File: src/design/epc_pkg.sv
// Shared constants, types and the month table for the epoch to calendar unit.
`timescale 1ns / 1ps

package epc_pkg;

  // Reciprocals for division by a constant: q = (x * RECIP) >> SHIFT is exact over
  // the range of x that reaches each divider.
  localparam logic [31:0] RECIP_SEC  = 32'd2290649225;  // divide by 60, x < 2^32
  localparam int unsigned SHIFT_SEC  = 37;
  localparam logic [26:0] RECIP_MIN  = 27'd71582789;    // divide by 60, x < 2^27
  localparam int unsigned SHIFT_MIN  = 32;
  localparam logic [21:0] RECIP_HOUR = 22'd2796203;     // divide by 24, x < 2^21
  localparam int unsigned SHIFT_HOUR = 26;
  localparam logic [16:0] RECIP_WEEK = 17'd74899;       // divide by 7, x < 2^16
  localparam int unsigned SHIFT_WEEK = 19;
  localparam logic [16:0] RECIP_QUAD = 17'd91868;       // divide by 1461, x < 2^16
  localparam int unsigned SHIFT_QUAD = 27;

  // Calendar constants.
  localparam logic [15:0] WEEKDAY_BIAS  = 16'd4;      // 1970-01-01 was a Thursday
  localparam logic [15:0] DAYS_OF_1969  = 16'd365;    // count days from 1969-01-01
  localparam logic [15:0] SKIP_DAY_FROM = 16'd47541;  // 2100-03-01, days since 1970
  localparam logic [10:0] QUAD_DAYS     = 11'd1461;
  localparam logic [10:0] YEAR_DAYS     = 11'd365;

  // Time-of-day fields that ride along with the date work.
  typedef struct packed {
    logic [5:0] second;
    logic [5:0] minute;
    logic [4:0] hour;
    logic [2:0] weekday;
  } epc_tod_t;

  // Beat passed from the time-of-day split to the date split.
  typedef struct packed {
    logic       valid;
    epc_tod_t   tod;
    logic [15:0] quad_days;  // days since 1969-01-01, with a 2100 leap day inserted
  } epc_mid_t;

  // First day of the year of month index idx (0 is January).
  function automatic logic [8:0] month_start(input logic [3:0] idx, input logic leap);
    logic [8:0] base;
    case (idx)
      4'd0:    base = 9'd0;
      4'd1:    base = 9'd31;
      4'd2:    base = 9'd59;
      4'd3:    base = 9'd90;
      4'd4:    base = 9'd120;
      4'd5:    base = 9'd151;
      4'd6:    base = 9'd181;
      4'd7:    base = 9'd212;
      4'd8:    base = 9'd243;
      4'd9:    base = 9'd273;
      4'd10:   base = 9'd304;
      4'd11:   base = 9'd334;
      default: base = 9'd0;
    endcase
    if (leap && (idx >= 4'd2)) begin
      base = 9'(base + 9'd1);
    end
    return base;
  endfunction

endpackage

File: src/design/epc_if.sv
// Handshake channels for the epoch value and the calendar result.
`timescale 1ns / 1ps

interface epc_stamp_if;
  logic        valid;
  logic        ready;
  logic [31:0] epoch_seconds;

  modport source(output valid, output epoch_seconds, input ready);
  modport sink(input valid, input epoch_seconds, output ready);
endinterface

interface epc_date_if;
  logic       valid;
  logic       ready;
  logic [5:0] second_of_minute;
  logic [5:0] minute_of_hour;
  logic [4:0] hour_of_day;
  logic [2:0] weekday;
  logic [7:0] year_offset;
  logic [3:0] month_number;
  logic [4:0] day_of_month;

  modport source(output valid, output second_of_minute, output minute_of_hour,
                 output hour_of_day, output weekday, output year_offset,
                 output month_number, output day_of_month, input ready);
  modport sink(input valid, input second_of_minute, input minute_of_hour,
               input hour_of_day, input weekday, input year_offset,
               input month_number, input day_of_month, output ready);
endinterface

File: src/design/epc_clock_split.sv
// Five-stage split of the seconds count into second, minute, hour, weekday and day count.
`timescale 1ns / 1ps

module epc_clock_split
  import epc_pkg::*;
(
  input  logic        clk,
  input  logic        rst,
  input  logic        advance,
  input  logic        stamp_valid,
  input  logic [31:0] epoch_seconds,
  output epc_mid_t    mid
);

  // Stage 1: whole minutes.
  logic        s1_valid;
  logic [31:0] s1_t;
  logic [26:0] s1_q1;
  logic [63:0] p1;

  // Stage 2: second, whole hours.
  logic        s2_valid;
  logic [5:0]  s2_sec;
  logic [5:0]  s2_q1lo;
  logic [20:0] s2_q2;
  logic [52:0] p2;

  // Stage 3: minute, whole days.
  logic        s3_valid;
  logic [5:0]  s3_sec;
  logic [5:0]  s3_min;
  logic [4:0]  s3_q2lo;
  logic [15:0] s3_days;
  logic [42:0] p3;

  // Stage 4: hour, whole weeks, shifted day count.
  logic        s4_valid;
  logic [5:0]  s4_sec;
  logic [5:0]  s4_min;
  logic [4:0]  s4_hour;
  logic [2:0]  s4_wklo;
  logic [2:0]  s4_wqlo;
  logic [15:0] s4_qd;
  logic [15:0] wk_days;
  logic [32:0] p4;

  // Stage 5: weekday.
  logic        s5_valid;
  epc_tod_t    s5_tod;
  logic [15:0] s5_qd;

  // Reciprocal products, one per divider.
  always_comb begin
    p1      = 64'(epoch_seconds) * 64'(RECIP_SEC);
    p2      = 53'(s1_q1) * 53'(RECIP_MIN);
    p3      = 43'(s2_q2) * 43'(RECIP_HOUR);
    wk_days = 16'(s3_days + WEEKDAY_BIAS);
    p4      = 33'(wk_days) * 33'(RECIP_WEEK);
  end

  // Valid bits advance with the data and clear on reset.
  always_ff @(posedge clk) begin
    if (rst) begin
      s1_valid <= 1'b0;
      s2_valid <= 1'b0;
      s3_valid <= 1'b0;
      s4_valid <= 1'b0;
      s5_valid <= 1'b0;
    end else if (advance) begin
      s1_valid <= stamp_valid;
      s2_valid <= s1_valid;
      s3_valid <= s2_valid;
      s4_valid <= s3_valid;
      s5_valid <= s4_valid;
    end
  end

  // Payload registers; remainders only need the low bits of each quotient.
  always_ff @(posedge clk) begin
    if (advance) begin
      s1_t    <= epoch_seconds;
      s1_q1   <= p1[SHIFT_SEC+26:SHIFT_SEC];

      s2_sec  <= 6'(s1_t[5:0] - 6'(s1_q1[5:0] * 6'd60));
      s2_q1lo <= s1_q1[5:0];
      s2_q2   <= p2[SHIFT_MIN+20:SHIFT_MIN];

      s3_sec  <= s2_sec;
      s3_min  <= 6'(s2_q1lo - 6'(s2_q2[5:0] * 6'd60));
      s3_q2lo <= s2_q2[4:0];
      s3_days <= p3[SHIFT_HOUR+15:SHIFT_HOUR];

      s4_sec  <= s3_sec;
      s4_min  <= s3_min;
      s4_hour <= 5'(s3_q2lo - 5'(s3_days[4:0] * 5'd24));
      s4_wklo <= wk_days[2:0];
      s4_wqlo <= p4[SHIFT_WEEK+2:SHIFT_WEEK];
      // Pretend 2100 is a leap year by skipping its missing 29 February.
      if (s3_days >= SKIP_DAY_FROM) begin
        s4_qd <= 16'(s3_days + DAYS_OF_1969 + 16'd1);
      end else begin
        s4_qd <= 16'(s3_days + DAYS_OF_1969);
      end

      s5_tod.second  <= s4_sec;
      s5_tod.minute  <= s4_min;
      s5_tod.hour    <= s4_hour;
      s5_tod.weekday <= 3'(3'(s4_wklo - 3'(s4_wqlo * 3'd7)) + 3'd1);
      s5_qd          <= s4_qd;
    end
  end

  assign mid.valid     = s5_valid;
  assign mid.tod       = s5_tod;
  assign mid.quad_days = s5_qd;

endmodule

File: src/design/epc_date_split.sv
// Five-stage split of the day count into year offset, month and day of month.
`timescale 1ns / 1ps

module epc_date_split
  import epc_pkg::*;
(
  input  logic       clk,
  input  logic       rst,
  input  logic       advance,
  input  epc_mid_t   mid,
  output logic       date_valid,
  output epc_tod_t   tod,
  output logic [7:0] year_offset,
  output logic [3:0] month_number,
  output logic [4:0] day_of_month
);

  // Stage 1: four-year block number.
  logic        d1_valid;
  epc_tod_t    d1_tod;
  logic [15:0] d1_days;
  logic [5:0]  d1_n;
  logic [32:0] p5;

  // Stage 2: day within the block.
  logic        d2_valid;
  epc_tod_t    d2_tod;
  logic [5:0]  d2_n;
  logic [10:0] d2_r;

  // Stage 3: year within the block and day of year.
  logic        d3_valid;
  epc_tod_t    d3_tod;
  logic [7:0]  d3_year;
  logic [8:0]  d3_doy;
  logic        d3_leap;
  logic [1:0]  yb;
  logic [10:0] yb_start;

  // Stage 4: month index.
  logic        d4_valid;
  epc_tod_t    d4_tod;
  logic [7:0]  d4_year;
  logic [8:0]  d4_doy;
  logic        d4_leap;
  logic [3:0]  d4_mi;
  logic [3:0]  mi;

  // Stage 5: output register.
  logic        d5_valid;
  epc_tod_t    d5_tod;
  logic [7:0]  d5_year;
  logic [3:0]  d5_month;
  logic [4:0]  d5_day;

  assign p5 = 33'(mid.quad_days) * 33'(RECIP_QUAD);

  // Year within the block: the last year of each block holds the leap day.
  always_comb begin
    if (d2_r >= 11'(3 * YEAR_DAYS)) begin
      yb       = 2'd3;
      yb_start = 11'(3 * YEAR_DAYS);
    end else if (d2_r >= 11'(2 * YEAR_DAYS)) begin
      yb       = 2'd2;
      yb_start = 11'(2 * YEAR_DAYS);
    end else if (d2_r >= YEAR_DAYS) begin
      yb       = 2'd1;
      yb_start = YEAR_DAYS;
    end else begin
      yb       = 2'd0;
      yb_start = 11'd0;
    end
  end

  // Month index: the last month whose first day is not after the day of year.
  always_comb begin
    mi = 4'd0;
    for (int k = 1; k < 12; k++) begin
      if (d3_doy >= month_start(4'(k), d3_leap)) begin
        mi = 4'(k);
      end
    end
  end

  always_ff @(posedge clk) begin
    if (rst) begin
      d1_valid <= 1'b0;
      d2_valid <= 1'b0;
      d3_valid <= 1'b0;
      d4_valid <= 1'b0;
      d5_valid <= 1'b0;
    end else if (advance) begin
      d1_valid <= mid.valid;
      d2_valid <= d1_valid;
      d3_valid <= d2_valid;
      d4_valid <= d3_valid;
      d5_valid <= d4_valid;
    end
  end

  always_ff @(posedge clk) begin
    if (advance) begin
      d1_tod   <= mid.tod;
      d1_days  <= mid.quad_days;
      d1_n     <= p5[SHIFT_QUAD+5:SHIFT_QUAD];

      d2_tod   <= d1_tod;
      d2_n     <= d1_n;
      d2_r     <= 11'(d1_days[10:0] - 11'(d1_n * QUAD_DAYS));

      // Blocks start in 1969, so the offset from 1970 is one less.
      d3_tod   <= d2_tod;
      d3_year  <= 8'(8'({d2_n, 2'b00}) + 8'(yb) - 8'd1);
      d3_doy   <= 9'(d2_r - yb_start);
      d3_leap  <= (yb == 2'd3);

      d4_tod   <= d3_tod;
      d4_year  <= d3_year;
      d4_doy   <= d3_doy;
      d4_leap  <= d3_leap;
      d4_mi    <= mi;

      d5_tod   <= d4_tod;
      d5_year  <= d4_year;
      d5_month <= 4'(d4_mi + 4'd1);
      d5_day   <= 5'(d4_doy - month_start(d4_mi, d4_leap) + 9'd1);
    end
  end

  assign date_valid   = d5_valid;
  assign tod          = d5_tod;
  assign year_offset  = d5_year;
  assign month_number = d5_month;
  assign day_of_month = d5_day;

endmodule

File: src/design/epoch_to_calendar_unit.sv
// Top level of the epoch to calendar unit: two pipelined halves under one stall.
`timescale 1ns / 1ps

// Converts an unsigned 32-bit count of seconds since 1970-01-01 00:00:00 into second,
// minute, hour, weekday (1 is Sunday), year offset from 1970, month and day of month.
// The unit is a ten-stage pipeline, and one beat can enter every cycle while result beats
// are taken. The depth comes from the chain of reciprocal multiplications (by 1/60,
// 1/60, 1/24, 1/7 and 1/1461), each followed by a register, then the year and month
// selection. When the result beat is not taken, the whole pipeline holds and ready on
// the input side drops. Leap years follow the Gregorian rule, so 2100 is a common year.
// No state is kept between beats.

module epoch_to_calendar_unit
  import epc_pkg::*;
(
  input  logic       clk,
  input  logic       rst,
  epc_stamp_if.sink  stamp,
  epc_date_if.source date
);

  logic       advance;
  epc_mid_t   mid;
  epc_tod_t   tod;
  logic       date_valid;
  logic [7:0] year_offset;
  logic [3:0] month_number;
  logic [4:0] day_of_month;

  // The pipeline moves whenever the output register is empty or being drained.
  assign advance     = !date_valid || date.ready;
  assign stamp.ready = advance;

  epc_clock_split u_clock (
    .clk           (clk),
    .rst           (rst),
    .advance       (advance),
    .stamp_valid   (stamp.valid),
    .epoch_seconds (stamp.epoch_seconds),
    .mid           (mid)
  );

  epc_date_split u_date (
    .clk          (clk),
    .rst          (rst),
    .advance      (advance),
    .mid          (mid),
    .date_valid   (date_valid),
    .tod          (tod),
    .year_offset  (year_offset),
    .month_number (month_number),
    .day_of_month (day_of_month)
  );

  assign date.valid            = date_valid;
  assign date.second_of_minute = tod.second;
  assign date.minute_of_hour   = tod.minute;
  assign date.hour_of_day      = tod.hour;
  assign date.weekday          = tod.weekday;
  assign date.year_offset      = year_offset;
  assign date.month_number     = month_number;
  assign date.day_of_month     = day_of_month;

`ifndef NO_ASSERTIONS
  // Time of day and weekday from the reciprocal dividers stay in range.
  a_tod_range: assert property (@(posedge clk) disable iff (rst)
    date_valid |-> (tod.second < 6'd60) && (tod.minute < 6'd60) &&
                   (tod.hour < 5'd24) && (tod.weekday != 3'd0))
    else $error("time of day out of range");

  // February never runs past its 29th day.
  a_feb_len: assert property (@(posedge clk) disable iff (rst)
    date_valid && (month_number == 4'd2) |-> (day_of_month <= 5'd29))
    else $error("February day out of range");

  // A 29 February lands only in a leap year, and 2100 is not one.
  a_leap_day: assert property (@(posedge clk) disable iff (rst)
    date_valid && (month_number == 4'd2) && (day_of_month == 5'd29) |->
      (year_offset[1:0] == 2'd2) && (year_offset != 8'd130))
    else $error("29 February in a common year");

  // Thirty-day months, the month range and a nonzero day.
  a_month_len: assert property (@(posedge clk) disable iff (rst)
    date_valid |-> (month_number != 4'd0) && (month_number <= 4'd12) &&
      (day_of_month != 5'd0) &&
      (!((month_number == 4'd4) || (month_number == 4'd6) ||
         (month_number == 4'd9) || (month_number == 4'd11)) ||
       (day_of_month <= 5'd30)))
    else $error("day of month out of range");
`endif

endmodule

File: src/flat_wrapper.sv
// flat-port wrapper written by rule: the top's interface ports become plain ports
module epoch_to_calendar_unit_flat import epc_pkg::*;
  (clk, rst, stamp_valid, stamp_epoch_seconds, stamp_ready, date_valid, date_second_of_minute, date_minute_of_hour, date_hour_of_day, date_weekday, date_year_offset, date_month_number, date_day_of_month, date_ready);
  epc_stamp_if stamp_i ();
  epc_date_if date_i ();
  input  logic clk;
  input  logic rst;
  input wire logic [$bits(stamp_i.valid)-1:0] stamp_valid;
  input wire logic [$bits(stamp_i.epoch_seconds)-1:0] stamp_epoch_seconds;
  output wire logic [$bits(stamp_i.ready)-1:0] stamp_ready;
  output wire logic [$bits(date_i.valid)-1:0] date_valid;
  output wire logic [$bits(date_i.second_of_minute)-1:0] date_second_of_minute;
  output wire logic [$bits(date_i.minute_of_hour)-1:0] date_minute_of_hour;
  output wire logic [$bits(date_i.hour_of_day)-1:0] date_hour_of_day;
  output wire logic [$bits(date_i.weekday)-1:0] date_weekday;
  output wire logic [$bits(date_i.year_offset)-1:0] date_year_offset;
  output wire logic [$bits(date_i.month_number)-1:0] date_month_number;
  output wire logic [$bits(date_i.day_of_month)-1:0] date_day_of_month;
  input wire logic [$bits(date_i.ready)-1:0] date_ready;
  assign stamp_i.valid = stamp_valid;
  assign stamp_i.epoch_seconds = stamp_epoch_seconds;
  assign stamp_ready = stamp_i.ready;
  assign date_valid = date_i.valid;
  assign date_second_of_minute = date_i.second_of_minute;
  assign date_minute_of_hour = date_i.minute_of_hour;
  assign date_hour_of_day = date_i.hour_of_day;
  assign date_weekday = date_i.weekday;
  assign date_year_offset = date_i.year_offset;
  assign date_month_number = date_i.month_number;
  assign date_day_of_month = date_i.day_of_month;
  assign date_i.ready = date_ready;
  epoch_to_calendar_unit u_core (.clk(clk), .rst(rst), .stamp(stamp_i), .date(date_i));
endmodule
File: config.mk
export PLATFORM = sky130hd
export DESIGN_NAME = epoch_to_calendar_unit_flat
export DESIGN_NICKNAME = d
export VERILOG_FILES = /design/src/design/epc_pkg.sv /design/src/design/epc_if.sv /design/src/design/epc_clock_split.sv /design/src/design/epc_date_split.sv /design/src/design/epoch_to_calendar_unit.sv /design/src/flat_wrapper.sv
export SDC_FILE = /design/constraint.sdc
export NUM_CORES = 2
export LEC_CHECK = 0
export BUFFER_PORTS_ARGS = -buffer_cell sky130_fd_sc_hd__buf_2
export CAP_MARGIN = 10
export CORE_AREA = 2 2 265 267
export CTS_BUF_LIST = sky130_fd_sc_hd__clkbuf_8
export CTS_CLUSTER_DIAMETER = 40
export DETAILED_ROUTE_END_ITERATION = 10
export DIE_AREA = 0 0 267 269
export PLACE_DENSITY = 0.82
export SLEW_MARGIN = 10
export SYNTH_ARGS = -nofsm -noshare
export SYNTH_HDL_FRONTEND = slang
export SYNTH_HIERARCHICAL = 1
export SYNTH_SLANG_ARGS = --single-unit
File: constraint.sdc
create_clock -name clk -period 35.7 [get_ports clk]
set_input_delay 7.14 -clock clk [delete_from_list [all_inputs] [get_ports clk]]
set_output_delay 7.14 -clock clk [all_outputs]
set_load 0.01 [all_outputs]
==> impl_metrics.toml <==
[status]
status = "finished, final reports clean"

[synth]
synth_async_sr_flop_share_pct = 0
syn_nets = 5571
ys_seq_area_share_pct = 24.5
ys_types = 87
netlist_area_mm2 = 0.0450
synth_cells = 3993
avgSynthCellArea_um2 = 11.3
synth_edf_count = 361
yosys_warnings = 6
synth_ff_type = "edfxtp_1"
ys_seq_elements = 371

[route]
finalWirelength_mm = 87.2
ant_nets = 0
wl_per_cell_um = 17.1
drtIter0Drc = 1671
dr.pass1.iters = 5
vias = 27834
viasPerCell = 5.45
remaining_drc_errors = 0

[flow_run]
timing.max_cap.violations = 0

[critical_path]
startpoint_type = "primary input"
path_class = "in2out"
critPathBufInv = 2
critical_path.slowest_cell = "nand2b_4"
r2r-start = "u_core/u_clock/s2_q2[8]"
crit_family = "simple AND/OR/NAND/NOR gates"
crit_fanout = 63
end_kind = "output port"
timing.critical_path.mode_cell = "buf_2"
startpoint = "date_ready"
required_ps = 28560
cp.arrival_ps = 8150
cpPeakStageDelay_ps = 650
crit_chain = "buf_2 > nand2b_4 > buf_2"

[global_route]
grt_pass1_vias = 29655
antenna_found_initial = 1
grt-ovfl-total = 0
grt_pass1_wl_mm = 146
grt_max_degree = 162
grt_use_total_pct = 25.7

[floorplanning]
dieArea_mm2 = 0.0718
fp.dieW_um = 267
core.rowCount = 97
start_util_pct = 64.9
core-area_mm2 = 0.0693
io_pins = 75
dieHeight_um = 269

[sta]
drv_slew = 0
setup_tns_ps = 0
rsz0062_at_grt = "no"
final.period_utilization_pct = 42.8
finalHoldViolations = 0
min_period_ps = 15290
worst_pin_slew_ps = 973
setup_viol = 0
fmax_mhz = 65.4
maxSlewHeadroom_pct = 35.1
skew_ps = 61.2

[clock_tree]
numCtsBuffers = 66
cts_setup_buffers = 0
cts.sinks = 371
cts_resized = 0
hold_buffers = 0
path_clk_slew_ps = 60
clockRootBuffer = "clkbuf_8"
clock_path_buffers = 3
clock_latency_ps = 680
htreeDepth = 3
tritoncts = "yes"

[final_layout]
fillers = 4856
layout-drive-gt1-share_pct = 5.02
final_cell_count_no_fill = 5105
syn_to_final_growth_pct = 6.32
nets = 5696

[placement]
place.gp.congestion = 0.953
hpwl_mm = 72.5
port-buffer-count = 74
placed_cells = 4990

[min_path]
hold_start = "u_core/u_date/d1_tod[15]"
hold_path.class = "reg2reg"
## placed cells by master (no fill, tap or decap), types with 16 or more instances in the layout
cell type,count
clkbuf_8,71
nor2_1,86
nand2b_1,16
a21o_1,65
buf_2,74
nand4_1,34
xor2_1,51
a21oi_1,130
o21ai_0,56
nor2b_1,27
ha_1,992
inv_1,1105
fa_1,550
nor3_1,26
nand2_1,93
edfxtp_1,361
xnor2_1,127
nand3_1,29
## registers in the layout (all words and copies together) (netlist names), 16 cells and up
name,flops
u_core/u_clock/mid,20
u_core/u_clock/s1_q1,27
u_core/u_clock/s2_q2,21
u_core/u_clock/s3_days,16
u_core/u_clock/s4_qd,16
u_core/u_clock/s5_qd,16
u_core/u_date/d1_tod,20
u_core/u_date/d2_tod,20
u_core/u_date/d3_tod,20
u_core/u_date/d4_tod,20
u_core/u_date/tod,20
## synth_stat cells, types with 4 or more instances
master | count | area (µm²)
a21o_1 | 65 | 488
a21oi_1 | 130 | 651
dfxtp_1 | 10 | 200
nand3_1 | 29 | 145
o41ai_2 | 4 | 65.1
nand4_1 | 34 | 213
xnor2_1 | 127 | 1110
o21ai_1 | 8 | 40.0
a41o_1 | 4 | 40.0
xor2_1 | 51 | 447
ha_1 | 992 | 12400
o211a_1 | 4 | 40.0
and2_1 | 10 | 62.6
nor2_1 | 86 | 323
edfxtp_1 | 361 | 10800
clkbuf_1 | 19 | 71.3
inv_1 | 1092 | 4100
or3_1 | 5 | 31.3
and4_1 | 10 | 87.6
nand2b_1 | 17 | 106
nor3_1 | 26 | 130
mux2i_1 | 14 | 140
nand2_1 | 93 | 349
a31oi_1 | 14 | 87.6
fa_1 | 550 | 11000
a221oi_1 | 5 | 43.8
o21bai_1 | 13 | 97.6
a211oi_1 | 8 | 60.1
nor4_1 | 8 | 50.1
or2_2 | 6 | 37.5
o21ai_0 | 56 | 280
o211ai_1 | 8 | 60.1
o31ai_1 | 6 | 45.0
nor2b_1 | 27 | 169
and3_1 | 13 | 81.3
o21a_1 | 11 | 82.6
## logic make-up (layout without fill, tap and decap cells)
| logic type | count (synthesis) | count (layout) | share of synthesized area [%] |
|---|---|---|---|
| XOR/XNOR | 178 | 178 | 3.47 |
| AO/OA/AOI/OAI | 392 | 392 | 5.95 |
| multiplexers | 14 | 14 | 0.311 |
| other | 0 | 1 | 0 |
| buffers and inverters | 1113 | 1284 | 9.31 |
| flip-flops | 371 | 371 | 24.5 |
| AND/OR/NAND/NOR | 382 | 382 | 4.33 |
| adder cells (fa/ha/maj) | 1543 | 1543 | 52.1 |
## worst register-to-register path: cells and delay by family, from the launching register on
family	cells	cell delay, ps
adders and majority gates	8	3860
buffers and inverters	4	370
DFF	1	480
and+or+nand+nor	3	1030
AOI/OAI and AO/OA	6	1410
xor gates and xnor gates	1	100
## area by class of cell
type	count	area (µm²)	area share, %
clock inverter	43	359	0.751
clock buffer	71	977	2.04
inverter	1092	4100	8.57
multi-input combinational	2509	29800	62.2
tap	940	1180	2.46
sequential	371	11000	23.1
antenna	1	2.50	0.00523
timing repair buffer	78	413	0.863
## per-layer routing
| layer | vias to the layer above | wire, µm | GRT usage [%] |
|---|---|---|---|
| met2 | 684 | 42200 | 43.7 |
| met5 | - | 0 | 0 |
| met1 | 13658 | 38700 | 34.2 |
| met3 | 166 | 3900 | 3.21 |
| li1 | 13326 | - | - |
| met4 | 0 | 2430 | 8.59 |
## through the flow
step	instance area [µm²]	hold slack [ps]	worst slack [ps]	utilization [%]
detailed placement	46500	405	20380	67.1
global placement	46500	400	20400	67.1
finish	47800	401	20410	69.0
CTS	47800	407	20390	69.0
floorplan	45000	400	12700	-
global route	47800	415	20300	69.0
## final timing paths
path | to | slack, ps | cells past startpoint
worst max-delay path | stamp_ready | 20410 | 3
worst max register to register | u_core/u_clock/s3_days[15] | 28180 | 22
worst min-delay path | u_core/u_date/d2_tod[15] | 400 | 0
worst min register to register | u_core/u_date/d2_tod[15] | 400 | 0
Power is left out: the tool's default activity adds up to more than one toggle a clock period on the data nets, which glitch-free logic cannot reach.
